[src/packet_framer_crc32_assert.svh]
// Assertion macros used by the packet framer top level.
`ifndef PACKET_FRAMER_CRC32_ASSERT_SVH
`define PACKET_FRAMER_CRC32_ASSERT_SVH

// Same-cycle implication, sampled on clk, off during reset.
`define PFC_ASSERT_IMP(lbl, ante, cons, msg) \
	lbl: assert property (@(posedge clk) disable iff (!arst_n) (ante) |-> (cons)) \
		else $error(msg);

// Next-cycle implication, sampled on clk, off during reset.
`define PFC_ASSERT_NXT(lbl, ante, cons, msg) \
	lbl: assert property (@(posedge clk) disable iff (!arst_n) (ante) |=> (cons)) \
		else $error(msg);

`endif

[src/pfc_pkg.sv]
// Package: types, constants and CRC/header helpers for the packet framer.
package pfc_pkg;

	localparam int HDR_BYTES   = 8;
	localparam int CRC_BYTES   = 4;
	localparam int MAX_PAYLOAD = 512;
	localparam int IDX_W       = $clog2(HDR_BYTES);
	localparam int QDEPTH      = 4;
	localparam int QAW         = $clog2(QDEPTH);
	localparam int QCW         = $clog2(QDEPTH + 1);

	localparam logic [31:0]      CRC_POLY  = 32'hEDB88320;
	localparam logic [31:0]      CRC_INIT  = 32'hFFFFFFFF;
	localparam logic [9:0]       COUNT_MAX = 10'd1023;
	localparam logic [IDX_W-1:0] HDR_LAST  = IDX_W'(HDR_BYTES - 1);
	localparam logic [IDX_W-1:0] CRC_LAST  = IDX_W'(CRC_BYTES - 1);

	// one accepted word as held in the queue
	typedef struct packed {
		logic        first_item;
		logic        last_item;
		logic        has_byte;
		logic [7:0]  payload_byte;
		logic [2:0]  ptype;
		logic [4:0]  window_size;
		logic [7:0]  seq_num;
		logic [9:0]  pay_len;
		logic [31:0] time_stamp;
	} pfc_entry_t;

	typedef struct packed {
		logic           empty;
		logic           full;
		logic [QCW-1:0] count;
	} pfc_qstat_t;

	typedef enum logic [1:0] {
		ST_IDLE,
		ST_HDR,
		ST_PAY,
		ST_CRC
	} pfc_state_t;

	// reflected CRC-32, one byte, LSB first
	function automatic logic [31:0] crc32_byte(input logic [31:0] c, input logic [7:0] b);
		logic [31:0] r;
		r = c ^ {24'h0, b};
		for (int i = 0; i < 8; i++) begin
			r = r[0] ? ((r >> 1) ^ CRC_POLY) : (r >> 1);
		end
		return r;
	endfunction

	function automatic logic [7:0] hdr_byte(input pfc_entry_t e, input logic [IDX_W-1:0] idx);
		logic [7:0] b;
		case (idx)
			3'd0:    b = {e.ptype, e.window_size};
			3'd1:    b = e.seq_num;
			3'd2:    b = {6'h0, e.pay_len[9:8]};
			3'd3:    b = e.pay_len[7:0];
			3'd4:    b = e.time_stamp[7:0];
			3'd5:    b = e.time_stamp[15:8];
			3'd6:    b = e.time_stamp[23:16];
			3'd7:    b = e.time_stamp[31:24];
			default: b = 8'h00;
		endcase
		return b;
	endfunction

endpackage

[src/pfc_front.sv]
// Front end: accepts input words, drops those outside a frame or with no flags set, tracks frame open.
module pfc_front import pfc_pkg::*; (
	input  logic       clk,
	input  logic       arst_n,
	input  logic       in_valid,
	output logic       in_ready,
	input  logic       first_item,
	input  logic       last_item,
	input  logic       has_byte,
	input  logic [7:0] payload_byte,
	input  logic [2:0] ptype,
	input  logic [4:0] window_size,
	input  logic [7:0] seq_num,
	input  logic [9:0] pay_len,
	input  logic [31:0] time_stamp,
	input  logic       q_full,
	output logic       push,
	output pfc_entry_t push_entry
);

	logic in_frame_q;
	logic accept;
	logic keep;
	logic emits;

	assign in_ready = !q_full;
	assign accept   = in_valid && in_ready;
	assign keep     = first_item || in_frame_q;
	// a word in an open frame with no flags set yields no bytes
	assign emits    = first_item || has_byte || last_item;
	assign push     = accept && keep && emits;

	always_comb begin
		push_entry.first_item   = first_item;
		push_entry.last_item    = last_item;
		push_entry.has_byte     = has_byte;
		push_entry.payload_byte = payload_byte;
		push_entry.ptype        = ptype;
		push_entry.window_size  = window_size;
		push_entry.seq_num      = seq_num;
		push_entry.pay_len      = pay_len;
		push_entry.time_stamp   = time_stamp;
	end

	always_ff @(posedge clk or negedge arst_n) begin
		if (!arst_n) begin
			in_frame_q <= 1'b0;
		end else if (accept && keep) begin
			in_frame_q <= !last_item;
		end
	end

endmodule

[src/pfc_queue.sv]
// Short word queue between front end and byte sequencer.
module pfc_queue import pfc_pkg::*; (
	input  logic       clk,
	input  logic       arst_n,
	input  logic       push,
	input  pfc_entry_t push_entry,
	input  logic       pop,
	output pfc_entry_t head,
	output pfc_qstat_t stat
);

	pfc_entry_t     mem_q [QDEPTH];
	logic [QAW-1:0] wr_ptr_q;
	logic [QAW-1:0] rd_ptr_q;
	logic [QCW-1:0] count_q;

	assign head       = mem_q[rd_ptr_q];
	assign stat.empty = (count_q == '0);
	assign stat.full  = (count_q == QCW'(QDEPTH));
	assign stat.count = count_q;

	always_ff @(posedge clk) begin
		if (push) begin
			mem_q[wr_ptr_q] <= push_entry;
		end
	end

	always_ff @(posedge clk or negedge arst_n) begin
		if (!arst_n) begin
			wr_ptr_q <= '0;
			rd_ptr_q <= '0;
			count_q  <= '0;
		end else begin
			if (push) begin
				wr_ptr_q <= wr_ptr_q + QAW'(1);
			end
			if (pop) begin
				rd_ptr_q <= rd_ptr_q + QAW'(1);
			end
			if (push && !pop) begin
				count_q <= count_q + QCW'(1);
			end else if (pop && !push) begin
				count_q <= count_q - QCW'(1);
			end
		end
	end

endmodule

[src/pfc_back.sv]
// Back end: expands queued words into header, payload and CRC bytes.
module pfc_back import pfc_pkg::*; (
	input  logic       clk,
	input  logic       arst_n,
	input  pfc_entry_t head,
	input  pfc_qstat_t qstat,
	output logic       pop,
	output logic       out_valid,
	input  logic       out_ready,
	output logic [7:0] out_byte,
	output logic       frame_end,
	output logic       length_error
);

	pfc_state_t       state_q, state_d;
	pfc_state_t       start_st, cur_st;
	logic [IDX_W-1:0] idx_q, idx_d, cur_idx;
	logic [31:0]      crc_q, crc_d, crc_fin;
	logic [9:0]       cnt_q, cnt_d;
	logic [9:0]       decl_q, decl_d;
	logic             over_q, over_d;
	logic             fire;
	logic [7:0]       byte_d;
	logic             end_d;
	logic             err_d;
	logic             out_valid_q;
	logic [7:0]       out_byte_q;
	logic             frame_end_q;
	logic             length_error_q;

	// a fresh word starts at its first step in the same cycle
	always_comb begin
		if (head.first_item) begin
			start_st = ST_HDR;
		end else if (head.has_byte) begin
			start_st = ST_PAY;
		end else begin
			start_st = ST_CRC;
		end
		cur_st  = (state_q == ST_IDLE) ? start_st : state_q;
		cur_idx = (state_q == ST_IDLE) ? '0 : idx_q;
	end

	assign fire    = !qstat.empty && (!out_valid_q || out_ready);
	assign crc_fin = ~crc_q;

	// next state
	always_comb begin
		state_d = state_q;
		idx_d   = idx_q;
		pop     = 1'b0;
		if (fire) begin
			case (cur_st)
				ST_HDR: begin
					if (cur_idx == HDR_LAST) begin
						idx_d = '0;
						if (head.has_byte) begin
							state_d = ST_PAY;
						end else if (head.last_item) begin
							state_d = ST_CRC;
						end else begin
							state_d = ST_IDLE;
							pop     = 1'b1;
						end
					end else begin
						state_d = ST_HDR;
						idx_d   = cur_idx + IDX_W'(1);
					end
				end
				ST_PAY: begin
					idx_d = '0;
					if (head.last_item) begin
						state_d = ST_CRC;
					end else begin
						state_d = ST_IDLE;
						pop     = 1'b1;
					end
				end
				ST_CRC: begin
					if (cur_idx == CRC_LAST) begin
						state_d = ST_IDLE;
						idx_d   = '0;
						pop     = 1'b1;
					end else begin
						state_d = ST_CRC;
						idx_d   = cur_idx + IDX_W'(1);
					end
				end
				default: begin
					state_d = ST_IDLE;
					idx_d   = '0;
				end
			endcase
		end
	end

	// outputs and datapath
	always_comb begin
		byte_d = 8'h00;
		end_d  = 1'b0;
		err_d  = 1'b0;
		crc_d  = crc_q;
		cnt_d  = cnt_q;
		over_d = over_q;
		decl_d = decl_q;
		case (cur_st)
			ST_HDR: begin
				byte_d = hdr_byte(head, cur_idx);
				if (cur_idx == '0) begin
					crc_d  = crc32_byte(CRC_INIT, byte_d);
					cnt_d  = '0;
					over_d = 1'b0;
					decl_d = head.pay_len;
				end else begin
					crc_d = crc32_byte(crc_q, byte_d);
				end
			end
			ST_PAY: begin
				byte_d = head.payload_byte;
				crc_d  = crc32_byte(crc_q, byte_d);
				if (cnt_q == COUNT_MAX) begin
					over_d = 1'b1;
				end else begin
					cnt_d = cnt_q + 10'd1;
				end
			end
			ST_CRC: begin
				case (cur_idx[1:0])
					2'd0:    byte_d = crc_fin[31:24];
					2'd1:    byte_d = crc_fin[23:16];
					2'd2:    byte_d = crc_fin[15:8];
					default: byte_d = crc_fin[7:0];
				endcase
				end_d = (cur_idx == CRC_LAST);
				err_d = end_d && (over_q || (cnt_q != decl_q) ||
					(decl_q > 10'(MAX_PAYLOAD)));
			end
			default: begin
				byte_d = 8'h00;
			end
		endcase
	end

	always_ff @(posedge clk or negedge arst_n) begin
		if (!arst_n) begin
			state_q <= ST_IDLE;
			idx_q   <= '0;
			crc_q   <= CRC_INIT;
			cnt_q   <= '0;
			over_q  <= 1'b0;
			decl_q  <= '0;
		end else begin
			state_q <= state_d;
			idx_q   <= idx_d;
			if (fire) begin
				crc_q  <= crc_d;
				cnt_q  <= cnt_d;
				over_q <= over_d;
				decl_q <= decl_d;
			end
		end
	end

	// output register
	always_ff @(posedge clk or negedge arst_n) begin
		if (!arst_n) begin
			out_valid_q <= 1'b0;
		end else if (fire) begin
			out_valid_q <= 1'b1;
		end else if (out_ready) begin
			out_valid_q <= 1'b0;
		end
	end

	always_ff @(posedge clk) begin
		if (fire) begin
			out_byte_q     <= byte_d;
			frame_end_q    <= end_d;
			length_error_q <= err_d;
		end
	end

	assign out_valid    = out_valid_q;
	assign out_byte     = out_byte_q;
	assign frame_end    = frame_end_q;
	assign length_error = length_error_q;

endmodule

[src/packet_framer_crc32.sv]
// Top level of the packet framer with CRC-32 trailer.
// Turns packet words into a framed byte stream. A word with first_item set
// opens a frame and yields an 8-byte header (type/window, sequence number,
// big-endian length, little-endian timestamp); each word with has_byte set
// yields its payload byte; a word with last_item set closes the frame with
// the reflected CRC-32 (init and final xor all ones) over header and payload,
// MSB first. frame_end marks the last CRC byte and length_error on it flags a
// payload count that differs from pay_len, a count past 1023, or a pay_len
// above 512. Words arriving while no frame is open (and not opening one) are
// swallowed. The output side emits one byte per clock unless out_ready stalls
// it; a word yields one byte if it is a plain payload word, up to 13 if it
// opens and closes a frame. The input side accepts one word per clock while
// the 4-word queue has room, so header and CRC bursts are absorbed and, with
// out_ready held, the sustained payload rate is one word per cycle. A word
// entering an empty queue reaches out_byte via the queue and output register.
module packet_framer_crc32 import pfc_pkg::*; (
	input  logic        clk,
	input  logic        arst_n,
	// input word channel
	input  logic        in_valid,
	output logic        in_ready,
	input  logic        first_item,
	input  logic        last_item,
	input  logic        has_byte,
	input  logic [7:0]  payload_byte,
	input  logic [2:0]  ptype,
	input  logic [4:0]  window_size,
	input  logic [7:0]  seq_num,
	input  logic [9:0]  pay_len,
	input  logic [31:0] time_stamp,
	// output byte channel
	output logic        out_valid,
	input  logic        out_ready,
	output logic [7:0]  out_byte,
	output logic        frame_end,
	output logic        length_error
);

	`include "packet_framer_crc32_assert.svh"

	logic       q_push;
	logic       q_pop;
	pfc_entry_t q_wdata;
	pfc_entry_t q_head;
	pfc_qstat_t q_stat;

	// front: accept and filter words
	pfc_front u_front (
		.clk          (clk),
		.arst_n       (arst_n),
		.in_valid     (in_valid),
		.in_ready     (in_ready),
		.first_item   (first_item),
		.last_item    (last_item),
		.has_byte     (has_byte),
		.payload_byte (payload_byte),
		.ptype        (ptype),
		.window_size  (window_size),
		.seq_num      (seq_num),
		.pay_len      (pay_len),
		.time_stamp   (time_stamp),
		.q_full       (q_stat.full),
		.push         (q_push),
		.push_entry   (q_wdata)
	);

	// decoupling queue
	pfc_queue u_queue (
		.clk        (clk),
		.arst_n     (arst_n),
		.push       (q_push),
		.push_entry (q_wdata),
		.pop        (q_pop),
		.head       (q_head),
		.stat       (q_stat)
	);

	// back: byte sequencer, CRC and length check
	pfc_back u_back (
		.clk          (clk),
		.arst_n       (arst_n),
		.head         (q_head),
		.qstat        (q_stat),
		.pop          (q_pop),
		.out_valid    (out_valid),
		.out_ready    (out_ready),
		.out_byte     (out_byte),
		.frame_end    (frame_end),
		.length_error (length_error)
	);

	// checks
	`PFC_ASSERT_IMP(a_no_overflow, q_push && !q_pop, !q_stat.full, "queue overflow")
	`PFC_ASSERT_IMP(a_no_underflow, q_pop, !q_stat.empty, "pop from empty queue")
	`PFC_ASSERT_IMP(a_err_on_end, out_valid && length_error, frame_end, "length_error off frame end")
	`PFC_ASSERT_NXT(a_pop_count, q_pop && !q_push, q_stat.count == $past(q_stat.count) - 3'd1, "queue count slip")

endmodule
[config.mk]
export PLATFORM = sky130hd
export DESIGN_NAME = packet_framer_crc32
export DESIGN_NICKNAME = d
export VERILOG_FILES = /design/src/pfc_pkg.sv /design/src/pfc_front.sv /design/src/pfc_queue.sv /design/src/pfc_back.sv /design/src/packet_framer_crc32.sv
export VERILOG_INCLUDE_DIRS = /design/src /design/src/src
export SDC_FILE = /design/constraint.sdc
export NUM_CORES = 1
export LEC_CHECK = 0
export ABC_AREA = 1
export BUFFER_PORTS_ARGS = -buffer_cell sky130_fd_sc_hd__clkbuf_2
export CAP_MARGIN = 20
export CORE_UTILIZATION = 45
export DETAILED_ROUTE_END_ITERATION = 7
export PLACE_DENSITY_LB_ADDON = 0.08
export SYNTH_ARGS = -nofsm -noshare
export SYNTH_HDL_FRONTEND = slang
export SYNTH_HIERARCHICAL = 1
export SYNTH_SLANG_ARGS = --single-unit
[constraint.sdc]
create_clock -name clk -period 4.62 [get_ports clk]
set_input_delay 0.462 -clock clk [delete_from_list [all_inputs] [get_ports clk]]
set_output_delay 0.462 -clock clk [all_outputs]
set_load 0.01 [all_outputs]
==> summary.txt <==
Outcome
  – Status: complete, no violations

Final layout
  – Multi-input gate area: 7590 um2
  – Commonest cells after routing, fill and taps aside: nand2_1, edfxtp_1, inv_1, nand3_1, clkbuf_2
  – Layout Cell Area excl Fill: 21600 um2
  – Register Area: approximately 10000 um2
  – Share of layout cells above drive strength 1: 0.192
  – Nets: 2141
  – Cell Count, Final, Fillers Out: 2666
  – Most common cell after layout, fill and taps aside: nand2_1
  – Area growth syn-to-layout: 7.86%
  – Fillers: 4062

STA
  – Endpoints failing setup: 0
  – Tightest Pin Transition: 1.10 ns
  – Fin crit share: 0.879
  – Fmax: ~250 MHz
  – Unrepaired setup endpoints after global routing: false
  – Fin Setup TNS: 0 ns
  – Min Hold Slack: 0.112 ns
  – Slew Limit Fails: 0
  – Slew headroom: 0.267
  – Clock Skews: 0.0203 ns
  – Tmin final: 4.06 ns
  – Final Hold Fails: 0

Synth
  – EDFF count, synth: 286
  – Share of the synthesized area in the top cell type: 0.429
  – Post-synthesis cell type count: 62
  – Avg Cell Area, Syn: 9.78 um2
  – Post-Syn Instances: ~2000
  – Post-synth top flop: edfxtp_1
  – Synth area leader: edfxtp_1
  – Sequential share of the synthesized area: 0.514
  – Async set-reset flop share out of synthesis: 0.190
  – Post-synthesis net count: ~2100
  – Yosys reg bits: 353
  – Top cells by area, synth: edfxtp_1, nand2_1, o211ai_2
  – Ys Warns: 6
  – Post-Syn Area: ~20000 um2

Floorplan
  – Die Span Y: around 210 um
  – Core area: 43500 um2
  – Starting Density: 0.461
  – Die width: 213 um
  – Die ar.: 45400 um2
  – Rows: between 70 and 80
  – Io pins: 85

Critical path
  – Critical Path Fanout Max: 22
  – CP max-delay cell: ha_1
  – Crit-path most repeated cell: nand2_1
  – Critical path launch point type: flip-flop
  – Worst Setup Path Type: flip-flop to flip-flop
  – CP Cell Sequence: nor2_2, nor2_1, ha_1, inv_1, nor2_8, nand2_1, nand2_1, nor2_1, nand2_4, nand2_8, nand2_1, nand2_2, nand2_1, nand2_2, nand2_1, nand2_2, nand3_1, nand3_1, nand2_1, nand2_1, a21oi_1
  – WP buf/inv: 1
  – CP required: 5.11 ns
  – Critical path's top delay family: simple AND/OR/NAND/NOR gates
  – WP data arrival: 4.55 ns
  – CP max stage delay: 0.95 ns
  – Worst Setup End Kind: flip-flop

Drt
  – Routed Antenna Nets: 0
  – WL final: 53100 um
  – DR WL/cell: 19.9 um
  – DRC viols: 0
  – Via count: approximately 14000
  – Drt via density: 5.22
  – Initial DRC Count: 1136
  – TritonRoute pass-1 iters: 7

Clock tree
  – Longest Clk Path Bufs: 3
  – Clock Latency Late Sink: 0.57 ns
  – Root buffer cell: clkbuf_16
  – CTS tree: done
  – TritonCTS Buffers: 40
  – H-tree Lvls: 2
  – Clock sinks: 353
  – CTS clock-pin slew for the worst setup and hold paths: 0.06 ns
  – Setup Buffers After CTS: 0

Place
  – Detailed placement HPWL: between 30000 and 40000 um
  – # port buffers: 84
  – Post-DP Area: 20400 um2
  – Routability congestion estimate: ~0.97
  – # placed instances: around 2600

Hold path
  – Tightest Hold Check Type: input pin to flip-flop

Global route
  – Initial antenna violation count: 2
  – Pin count of the biggest net entering global routing: 126
  – Vias in the first global route: approximately 13000
  – Gr ovfl total: 0
  – First-pass GRT wire length: ~80000 um
  – Total GRT Usage: 0.241

Flow run
  – Max-cap viol count: 0
-- stage by stage --
| stage | setup slack, ns | util |
|---|---|---|
| 5_1_grt | 0.263 | 0.497 |
| 3_5_place_dp | 0.621 | 0.469 |
| 4_1_cts | 0.596 | 0.497 |
| 2_1_floorplan | 1.33 | - |
| 3_3_place_gp | 0.638 | 0.469 |
| 6_report | 0.559 | 0.497 |
-- per-layer routing --
| layer | global-route usage | routed length (um) | vias up |
|---|---|---|---|
| li1 | - | - | 6761 |
| met5 | 0 | 12 | - |
| met3 | 0.0409 | 2950 | 89 |
| met1 | 0.352 | 24900 | 6692 |
| met4 | 0.0724 | 1420 | 2 |
| met2 | 0.366 | 23700 | 371 |
-- timing repair --
action	4_1_cts	5_1_grt
hold buffers	1	0
endpoints found under the hold margin	18	0
endpoints found under the setup margin	0	0
resized for setup	0	0
-- flip-flops by register name (all words and copies together), names as in the netlist --
signal	cells
u_back/over_q	1
u_back/state_q	2
u_back/length_error	1
u_queue/mem_q	276
u_queue/count_q	3
u_queue/wr_ptr_q	2
u_front/in_frame_q	1
u_back/cnt_q	10
u_back/frame_end	1
u_queue/rd_ptr_q	2
u_back/decl_q	10
u_back/crc_q	32
u_back/idx_q	3
u_back/out_byte	8
u_back/out_valid	1
-- final timing paths --
path	start	endpoint	slack, ns	cells past startpoint
setup / recovery	u_back/state_q[0]	u_back/crc_q[23]	0.56	21
hold / removal	seq_num[5]	u_queue/mem_q[1][47]	0.11	1
setup reg to reg	u_back/state_q[0]	u_back/crc_q[23]	0.56	21
hold reg to reg	u_back/cnt_q[9]	u_back/cnt_q[9]	0.47	1
max in group asynchronous	arst_n	u_front/in_frame_q	3.02	3
min in group asynchronous	arst_n	u_back/cnt_q[6]	0.49	2
-- cells by family after synthesis --
logic type / Yosys count / synth area share
compound gates: 338 / 0.130
xor+xnor: 111 / 0.0543
mux: 3 / 0.00169
simple gates: 802 / 0.181
flops: 353 / 0.514
fa+ha+maj: 18 / 0.0116
buf+inv: 424 / 0.107
-- cells in the mapped netlist (4+ instances only) --
master	number
ha_1	17
nor2_2	9
or2_2	11
nand2_8	7
o21ai_1	13
inv_2	14
nand3_1	93
a21oi_1	61
dfrtp_1	35
a31oi_1	4
o21ai_0	69
dfstp_2	32
nand4_1	4
xnor2_2	5
nor2_1	62
o211ai_1	64
o22ai_1	9
xor2_1	81
o211ai_2	80
a22oi_1	8
a21boi_1	6
nand2_4	18
buf_1	4
nand2_1	536
buf_2	20
edfxtp_1	286
and3_1	4
buf_4	72
nand2_2	32
xnor2_1	19
buf_6	29
or2_4	5
clkbuf_1	22
nor3_1	7
inv_1	256
o221ai_1	9
-- final cells by class --
cell class | instances | area share
timing repair buffer | 109 | 0.0329
multi-input combinational | 1272 | 0.351
sequential | 353 | 0.477
clock buffer | 55 | 0.0499
inverter | 274 | 0.0480
clock inverter | 17 | 0.00695
tap | 585 | 0.0339
antenna | 1 | 0.000116
Power is left out: the tool's default activity adds up to more than one toggle a clock period on the data nets, which glitch-free logic cannot reach.
